$ cat src/sv/b2d_pkg.sv
// ----------------------------------------------------------------------------
// b2d_pkg
// Shared constants, types and helpers for the binary to decimal digit block.
// ----------------------------------------------------------------------------
package b2d_pkg;

   localparam int VALUE_WIDTH = 128;
   localparam int HALF_WIDTH  = 64;
   // decimal digits needed for the widest value: floor(w * log10(2)) + 1
   localparam int DIGITS      = (VALUE_WIDTH * 30103) / 100000 + 1;
   localparam int BCD_WIDTH   = 4 * DIGITS;
   localparam int CNT_W       = $clog2(VALUE_WIDTH);
   localparam int IDX_W       = $clog2(DIGITS);
   localparam int CAP_W       = 8;
   localparam int WR_W        = 6;
   localparam int DIGIT_W     = 4;
   localparam int CSR_DATA_W  = 32;
   localparam int CSR_ADDR_W  = 3;

   localparam logic [CSR_ADDR_W-1:0] REG_CAPACITY = 3'd0;
   localparam logic [CAP_W-1:0]      CAPACITY_RST = 8'd40;
   localparam logic [CAP_W-1:0]      CAP_MIN      = 8'd2;

   typedef struct packed {
      logic [VALUE_WIDTH-1:0] value;
      logic                   empty;  // capacity below two: no digit at all
      logic [CAP_W-1:0]       limit;  // capacity minus one
   } item_type;

   // add three to every BCD digit of five or more
   function automatic logic [BCD_WIDTH-1:0] dabble_adj(input logic [BCD_WIDTH-1:0] bcd);
      logic [BCD_WIDTH-1:0] res;
      res = bcd;
      for (int i = 0; i < DIGITS; i++) begin
         if (bcd[4*i +: 4] >= 4'd5) begin
            res[4*i +: 4] = bcd[4*i +: 4] + 4'd3;
         end
      end
      return res;
   endfunction

endpackage

$ cat src/sv/b2d_front.sv
// ----------------------------------------------------------------------------
// b2d_front
// Accepts values, classifies them against capacity and queues them.
// ----------------------------------------------------------------------------
module b2d_front
   import b2d_pkg::*;
(
   input  logic                  clock,
   input  logic                  reset,
   input  logic                  req_valid,
   output logic                  req_stall,
   input  logic [HALF_WIDTH-1:0] req_value_low,
   input  logic [HALF_WIDTH-1:0] req_value_high,
   input  logic [CAP_W-1:0]      capacity,
   output logic                  item_valid,
   input  logic                  item_pop,
   output item_type              item
);

   item_type                  queue_ff [2];
   logic                      wr_ptr_ff, wr_ptr_in;
   logic                      rd_ptr_ff, rd_ptr_in;
   logic [1:0]                count_ff, count_in;
   logic [2*HALF_WIDTH-1:0]   full_value;
   item_type                  new_item;
   logic                      push;
   logic                      pop;

   assign full_value = {req_value_high, req_value_low};

   always_comb begin
      new_item.value = full_value[VALUE_WIDTH-1:0];
      new_item.empty = (capacity < CAP_MIN);
      new_item.limit = capacity - 8'd1;
   end

   assign req_stall  = (count_ff == 2'd2);
   assign push       = req_valid && !req_stall;
   assign item_valid = (count_ff != 2'd0);
   assign pop        = item_pop && item_valid;
   assign item       = queue_ff[rd_ptr_ff];

   always_comb begin
      wr_ptr_in = push ? !wr_ptr_ff : wr_ptr_ff;
      rd_ptr_in = pop ? !rd_ptr_ff : rd_ptr_ff;
      count_in  = count_ff + {1'b0, push} - {1'b0, pop};
   end

   always_ff @(posedge clock) begin
      if (reset) begin
         wr_ptr_ff <= 1'b0;
         rd_ptr_ff <= 1'b0;
         count_ff  <= 2'd0;
      end else begin
         wr_ptr_ff <= wr_ptr_in;
         rd_ptr_ff <= rd_ptr_in;
         count_ff  <= count_in;
      end
   end

   always_ff @(posedge clock) begin
      if (push) begin
         queue_ff[wr_ptr_ff] <= new_item;
      end
   end

endmodule

$ cat src/sv/b2d_back.sv
// ----------------------------------------------------------------------------
// b2d_back
// Bit-serial double dabble, leading zero skip and digit emission.
// ----------------------------------------------------------------------------
module b2d_back
   import b2d_pkg::*;
(
   input  logic               clock,
   input  logic               reset,
   input  logic               item_valid,
   output logic               item_pop,
   input  item_type           item,
   output logic               rsp_valid,
   input  logic               rsp_stall,
   output logic [DIGIT_W-1:0] rsp_digit,
   output logic               rsp_last,
   output logic [WR_W-1:0]    rsp_written,
   output logic               rsp_empty_res
);

   typedef enum logic [1:0] {IDLE, CONV, SKIP, EMIT} state_type;

   state_type               state_ff, state_in;
   logic [VALUE_WIDTH-1:0]  shv_ff, shv_in;
   logic [BCD_WIDTH-1:0]    bcd_ff, bcd_in;
   logic [CNT_W-1:0]        cnt_ff, cnt_in;
   logic [IDX_W-1:0]        idx_ff, idx_in;
   logic [WR_W-1:0]         emitted_ff, emitted_in;
   logic [CAP_W-1:0]        limit_ff, limit_in;
   logic                    empty_ff, empty_in;
   logic                    rsp_valid_ff, rsp_valid_in;
   logic [DIGIT_W-1:0]      rsp_digit_ff, rsp_digit_in;
   logic                    rsp_last_ff, rsp_last_in;
   logic [WR_W-1:0]         rsp_written_ff, rsp_written_in;
   logic                    rsp_empty_ff, rsp_empty_in;
   logic                    out_free;
   logic [BCD_WIDTH-1:0]    bcd_adj;
   logic [DIGIT_W-1:0]      top_digit;
   logic [WR_W-1:0]         emitted_inc;
   logic                    fin;

   assign out_free    = !rsp_valid_ff || !rsp_stall;
   assign item_pop    = (state_ff == IDLE) && item_valid;
   assign bcd_adj     = dabble_adj(bcd_ff);
   assign top_digit   = bcd_ff[BCD_WIDTH-1 -: DIGIT_W];
   assign emitted_inc = emitted_ff + 6'd1;
   assign fin         = (idx_ff == '0) || ({2'b00, emitted_inc} == limit_ff);

   always_comb begin
      state_in       = state_ff;
      shv_in         = shv_ff;
      bcd_in         = bcd_ff;
      cnt_in         = cnt_ff;
      idx_in         = idx_ff;
      emitted_in     = emitted_ff;
      limit_in       = limit_ff;
      empty_in       = empty_ff;
      rsp_valid_in   = rsp_valid_ff && rsp_stall;
      rsp_digit_in   = rsp_digit_ff;
      rsp_last_in    = rsp_last_ff;
      rsp_written_in = rsp_written_ff;
      rsp_empty_in   = rsp_empty_ff;
      case (state_ff)
         IDLE: begin
            if (item_valid) begin
               shv_in     = item.value;
               bcd_in     = '0;
               cnt_in     = CNT_W'(VALUE_WIDTH - 1);
               limit_in   = item.limit;
               empty_in   = item.empty;
               emitted_in = '0;
               state_in   = item.empty ? EMIT : CONV;
            end
         end
         CONV: begin
            bcd_in = {bcd_adj[BCD_WIDTH-2:0], shv_ff[VALUE_WIDTH-1]};
            shv_in = {shv_ff[VALUE_WIDTH-2:0], 1'b0};
            cnt_in = cnt_ff - CNT_W'(1);
            if (cnt_ff == '0) begin
               idx_in   = IDX_W'(DIGITS - 1);
               state_in = SKIP;
            end
         end
         SKIP: begin
            // drop leading zero digits, keep at least one
            if (top_digit == '0 && idx_ff != '0) begin
               bcd_in = {bcd_ff[BCD_WIDTH-5:0], 4'd0};
               idx_in = idx_ff - IDX_W'(1);
            end else begin
               state_in = EMIT;
            end
         end
         EMIT: begin
            if (out_free) begin
               rsp_valid_in = 1'b1;
               if (empty_ff) begin
                  rsp_digit_in   = '0;
                  rsp_last_in    = 1'b1;
                  rsp_written_in = '0;
                  rsp_empty_in   = 1'b1;
                  state_in       = IDLE;
               end else begin
                  rsp_digit_in   = top_digit;
                  rsp_last_in    = fin;
                  rsp_written_in = fin ? emitted_inc : '0;
                  rsp_empty_in   = 1'b0;
                  bcd_in         = {bcd_ff[BCD_WIDTH-5:0], 4'd0};
                  idx_in         = idx_ff - IDX_W'(1);
                  emitted_in     = emitted_inc;
                  if (fin) begin
                     state_in = IDLE;
                  end
               end
            end
         end
         default: begin
            state_in = IDLE;
         end
      endcase
   end

   always_ff @(posedge clock) begin
      if (reset) begin
         state_ff     <= IDLE;
         rsp_valid_ff <= 1'b0;
      end else begin
         state_ff     <= state_in;
         rsp_valid_ff <= rsp_valid_in;
      end
      shv_ff         <= shv_in;
      bcd_ff         <= bcd_in;
      cnt_ff         <= cnt_in;
      idx_ff         <= idx_in;
      emitted_ff     <= emitted_in;
      limit_ff       <= limit_in;
      empty_ff       <= empty_in;
      rsp_digit_ff   <= rsp_digit_in;
      rsp_last_ff    <= rsp_last_in;
      rsp_written_ff <= rsp_written_in;
      rsp_empty_ff   <= rsp_empty_in;
   end

   assign rsp_valid     = rsp_valid_ff;
   assign rsp_digit     = rsp_digit_ff;
   assign rsp_last      = rsp_last_ff;
   assign rsp_written   = rsp_written_ff;
   assign rsp_empty_res = rsp_empty_ff;

`ifndef ASSERT_OFF
   a_empty_is_last: assert property (@(posedge clock) disable iff (reset)
      rsp_valid_ff && rsp_empty_ff |-> rsp_last_ff && rsp_written_ff == '0)
      else $error("empty result not final or has a count");

   a_last_counts: assert property (@(posedge clock) disable iff (reset)
      rsp_valid_ff && rsp_last_ff && !rsp_empty_ff |-> rsp_written_ff != '0)
      else $error("final digit carries zero count");

   a_digit_range: assert property (@(posedge clock) disable iff (reset)
      rsp_valid_ff |-> rsp_digit_ff <= 4'd9)
      else $error("digit out of decimal range");

   a_no_pop_busy: assert property (@(posedge clock) disable iff (reset)
      item_pop |-> state_ff == IDLE && rsp_valid_in == (rsp_valid_ff && rsp_stall))
      else $error("item taken while busy");
`endif

endmodule

$ cat src/sv/binary128_to_decimal_digits.sv
// ----------------------------------------------------------------------------
// binary128_to_decimal_digits
// Converts a 128-bit unsigned value into its decimal digits, MSD first.
// ----------------------------------------------------------------------------
// Usage: the request channel takes one 128-bit value as two 64-bit halves per
// beat (req_valid / req_stall). The response channel returns one beat per
// decimal digit, most significant first, with rsp_last on the final beat and
// rsp_written giving the digit count there. A zero value yields one digit 0.
// At most capacity-1 digits are sent; capacity below two yields one beat with
// rsp_empty_res set and no digit. capacity sits at byte address 0 of the
// APB-style port and is sampled when a value is accepted.
// Timing: a two-entry queue holds accepted values. Each value is loaded, run
// through bit-serial double dabble, stripped of leading zeros, then sent at
// one digit per cycle while the response is not stalled; an empty beat skips
// conversion and goes straight to emission.
// Reset clears the queue, the converter and the output register; capacity
// returns to 40. A stalled response beat holds, and the converter waits on it.
// ----------------------------------------------------------------------------
module binary128_to_decimal_digits
   import b2d_pkg::*;
(
   input  logic                  clock,
   input  logic                  reset,
   input  logic                  req_valid,
   output logic                  req_stall,
   input  logic [HALF_WIDTH-1:0] req_value_low,
   input  logic [HALF_WIDTH-1:0] req_value_high,
   output logic                  rsp_valid,
   input  logic                  rsp_stall,
   output logic [DIGIT_W-1:0]    rsp_digit,
   output logic                  rsp_last,
   output logic [WR_W-1:0]       rsp_written,
   output logic                  rsp_empty_res,
   input  logic                  psel,
   input  logic                  penable,
   input  logic                  pwrite,
   input  logic [CSR_ADDR_W-1:0] paddr,
   input  logic [CSR_DATA_W-1:0] pwdata,
   output logic [CSR_DATA_W-1:0] prdata,
   output logic                  pready
);

   logic [CAP_W-1:0] capacity_ff, capacity_in;
   logic             cap_sel;
   logic             item_valid;
   logic             item_pop;
   item_type         item;

   assign pready  = 1'b1;
   assign cap_sel = (paddr[CSR_ADDR_W-1:2] == REG_CAPACITY[CSR_ADDR_W-1:2]);
   assign prdata  = cap_sel ? {{(CSR_DATA_W-CAP_W){1'b0}}, capacity_ff} : '0;

   always_comb begin
      capacity_in = capacity_ff;
      if (psel && penable && pwrite && pready && cap_sel) begin
         capacity_in = pwdata[CAP_W-1:0];
      end
   end

   always_ff @(posedge clock) begin
      if (reset) begin
         capacity_ff <= CAPACITY_RST;
      end else begin
         capacity_ff <= capacity_in;
      end
   end

   b2d_front u_front (
      .clock          (clock),
      .reset          (reset),
      .req_valid      (req_valid),
      .req_stall      (req_stall),
      .req_value_low  (req_value_low),
      .req_value_high (req_value_high),
      .capacity       (capacity_ff),
      .item_valid     (item_valid),
      .item_pop       (item_pop),
      .item           (item)
   );

   b2d_back u_back (
      .clock         (clock),
      .reset         (reset),
      .item_valid    (item_valid),
      .item_pop      (item_pop),
      .item          (item),
      .rsp_valid     (rsp_valid),
      .rsp_stall     (rsp_stall),
      .rsp_digit     (rsp_digit),
      .rsp_last      (rsp_last),
      .rsp_written   (rsp_written),
      .rsp_empty_res (rsp_empty_res)
   );

endmodule

$ cat config.mk
export PLATFORM = sky130hd
export DESIGN_NAME = binary128_to_decimal_digits
export DESIGN_NICKNAME = d
export VERILOG_FILES = /design/src/sv/b2d_pkg.sv /design/src/sv/b2d_front.sv /design/src/sv/b2d_back.sv /design/src/sv/binary128_to_decimal_digits.sv
export SDC_FILE = /design/constraint.sdc
export NUM_CORES = 1
export LEC_CHECK = 0
export ABC_CLOCK_PERIOD_IN_PS = 14300
export BUFFER_PORTS_ARGS = -buffer_cell sky130_fd_sc_hd__clkbuf_2
export CAP_MARGIN = 20
export CORE_MARGIN = 2
export CORE_UTILIZATION = 35
export CTS_CLUSTER_DIAMETER = 50
export DETAILED_ROUTE_END_ITERATION = 16
export GPL_TIMING_DRIVEN = 0
export PLACE_DENSITY = 0.53
export SLEW_MARGIN = 5
export SYNTH_ARGS = -nofsm -noshare
export SYNTH_HDL_FRONTEND = slang
export SYNTH_SLANG_ARGS = --single-unit
$ cat constraint.sdc
create_clock -name clock -period 14.3 [get_ports clock]
set_input_delay 0 -clock clock [delete_from_list [all_inputs] [get_ports clock]]
set_output_delay 0 -clock clock [all_outputs]
set_load 0.03 [all_outputs]
==> run metrics <==
status=complete, no violations; actual slew at the worst max-slew pin=1030 ps; Inserted Clock Buffers=80; Max clock buf depth=3; worst setup path category=reg2reg; met2 global-route usage=0.256; H-Tree Depth=3; hold crit path type=in2reg; setup slack after layout=11050 ps; DRT iter0 DRCs=1204; Synth Register Bits=614; met3 track demand over resource=0.0319; Tot Pwr=7640 µW; RSZ-0062 raised after global routing=no; period utilization=0.228; P per Cell Area=221 nW/µm²; Via density=4.82; Post-DP HPWL=41700 µm; I/O pins=217; IO Port Bufs=164; Mapped Area=27600 µm²; GP Congestion=0.775; max cap viols=0; clk slew on worst S/H paths=60 ps; Synthesis Warnings=0; CTS sink count=614; gr usage total=0.152; Vias=18000; Pleak=0.0123 µW; sequential area share after synthesis=0.661; CTS tree=yes; Layout area overhead=24.8%; Setup crit end kind=register; core box area=78600 µm²; Top Usage Layer GRT=met2; Setup TNS=0 ps; Hold Vio Cnt, Final=0; Mapped Cells=2174; most frequent cell after synthesis=edfxtp_1; Peak Freq=0.307 GHz; first-pass GRT wire length=97800 µm; Setup Buffers After CTS=0; Async SR Flop Fraction=0; top-area cell type share of the netlist area=0.650; Row Count=103; cells taking the most area after synthesis=edfxtp_1 (65%), o21ai_0 (5.5%), mux2i_1 (4.7%); CP Max Fanout=11; synth cell count leaders=edfxtp_1 (598), o21ai_0 (306), nand2_1 (298), a21oi_1 (136), mux2i_1 (129); drt wl/cell=16.7 µm; clock latency on the worst-skew pair=640 ps; VDD IR max=120 µV; root buf cell=clkbuf_16; initial antenna violation count=6; Final Skew=42.2 ps; detailed-route DRC error count=0; leading area contributor after synthesis=edfxtp_1; total grt overflow=0; Pins Over Slew Limit=0; DR pass1 iterations=5; M1 GR Usage=0.195; Netlist cell types=43; ys flop type=edfxtp_1; Final Routed Wirelength=62600 µm; Final min period=3250 ps; number of global-route vias before repair=18200; die area=81200 µm²; CP required=14610 ps; die height=285 µm; critical path arrival=3570 ps; Die X=285 µm; Cell Area, Placed=30400 µm²; Fill cells=7264; initial core utilization=0.352; Antenna Nets Post-Route=0; finished layout cell area=34500 µm²; maximum number of pins on one net before global-route repair=56; Post-CTS Resized=0; final-stage net count=2883; proportion of layout cells with a drive suffix above 1=0.144; Post-synth EDFFs=598; type of origin of the critical path=register; setup violators final=0; dpl ws=11000 ps; Max-slew headroom=0.309; mean post-synth cell area=12.7 µm²
==> sequential cells by signal, summed over array words and instances, names as in the netlist, named ones only <==
| signal | flops |
|---|---|
| u_back.emitted_ff | 6 |
| u_back.state_ff | 2 |
| u_back.limit_ff | 8 |
| capacity_ff | 8 |
| u_front.queue_ff | 274 |
| u_back.rsp_digit | 4 |
| u_front.rd_ptr_ff | 1 |
| u_front.wr_ptr_ff | 1 |
| u_back.rsp_last | 1 |
| u_back.rsp_valid | 1 |
| u_back.rsp_written | 6 |
| u_back.cnt_ff | 7 |
| u_back.rsp_empty_res | 1 |
| u_back.shv_ff | 128 |
| u_back.empty_ff | 1 |
| u_front.count_ff | 2 |
| u_back.idx_ff | 6 |
| u_back.bcd_ff | 156 |
==> area by class of cell <==
class	instances	area (µm²)	share of cell area
diodes	4	10.0	0.000290
plain buffers	108	533	0.0154
clock buffers	93	2060	0.0597
clock inverters	51	591	0.0171
inverters	98	368	0.0107
multi-input cells	1377	8570	0.249
flip-flops and latches	614	18300	0.530
well taps	1050	1310	0.0381
repair buffers	342	2770	0.0804
==> metrics by stage <==
stage,instances,utilization,hold slack (ps)
detailed placement,3440,0.386,193
CTS,3732,0.439,3.65
global placement,3411,0.380,188
finish,3737,0.439,47.1
floorplan,2197,-,98.9
global route,3736,0.439,62.2
==> where the power goes <==
part / total [µW] / switching (µW) / internal, µW
registers: 3250 / 366 / 2880
logic: 2420 / 1500 / 922
clock network: 1970 / 805 / 1160
total: 7640 / 2670 / 4970
==> critical path: stages (launching register included) <==
cell and delay [ps]:
dfxtp_1 330, ha_1 200, clkbuf_1 200, inv_1 290, nor2_1 140, nor3_2 770
buf_8 250, buf_4 220, buf_8 170, buf_6 170, buf_4 190
==> kinds of logic (layout without fill, tap and decap cells) <==
group,Yosys count,in the layout,share of synthesized area
compound gates,497,497,0.0953
mux,138,138,0.0504
xor+xnor,85,85,0.0279
other cells,2,29,0.000272
flops,614,614,0.661
fa+ha+maj,92,92,0.0417
buf+inv,206,692,0.0326
simple gates,540,540,0.0905
==> timing repair <==
action	4_1_cts	5_1_grt
setup endpoints to repair	0	0
hold buffers	148	0
hold endpoints to repair	292	0
==> layout by cell type (no fill, tap or decap), types with 5 or more instances in the layout <==
cell type | Yosys | routed
nand2_1 | 298 | 298
ha_1 | 92 | 92
buf_6 | 0 | 10
edfxtp_1 | 598 | 598
clkbuf_2 | 0 | 165
nor3_1 | 6 | 5
mux2_2 | 9 | 9
nor2b_1 | 22 | 22
inv_1 | 98 | 98
conb_1 | 2 | 25
nand2b_1 | 41 | 41
mux2i_1 | 129 | 129
inv_6 | 0 | 5
clkinv_2 | 0 | 9
o21ai_0 | 306 | 306
nor3b_1 | 54 | 54
nor4b_1 | 8 | 8
xor2_1 | 32 | 32
a21oi_1 | 136 | 135
buf_4 | 25 | 30
nor2_1 | 91 | 89
xnor2_1 | 51 | 51
dlygate4sd3_1 | 0 | 148
dfxtp_1 | 16 | 16
clkbuf_16 | 0 | 80
buf_2 | 27 | 27
a22oi_1 | 12 | 12
bufinv_16 | 0 | 6
clkinv_4 | 0 | 6
clkinvlp_4 | 0 | 7
o31ai_1 | 36 | 36
buf_16 | 0 | 6
clkinv_1 | 0 | 10
clkbuf_1 | 53 | 65
buf_12 | 0 | 6
==> path summary, 6_finish.rpt <==
check / start / endpoint / slack (ps) / cells past startpoint
max: u_back.state_ff[0]$_SDFFE_PP0P_ / u_back.bcd_ff[2]$_DFFE_PP_ / 11050 / 10
min: penable / capacity_ff[1]$_SDFFE_PP0P_ / 50 / 5
max reg2reg: u_back.state_ff[0]$_SDFFE_PP0P_ / u_back.bcd_ff[2]$_DFFE_PP_ / 11050 / 10
min reg2reg: u_back.shv_ff[14]$_DFFE_PP_ / u_back.shv_ff[15]$_DFFE_PP_ / 500 / 2
==> routing by layer <==
layer	vias up	part of all wire
met2	423	0.48
met4	4	0.021
met3	94	0.062
met1	8743	0.43
li1	8751	-
met5	-	0.00038
(Power assumes the default switching activity.)
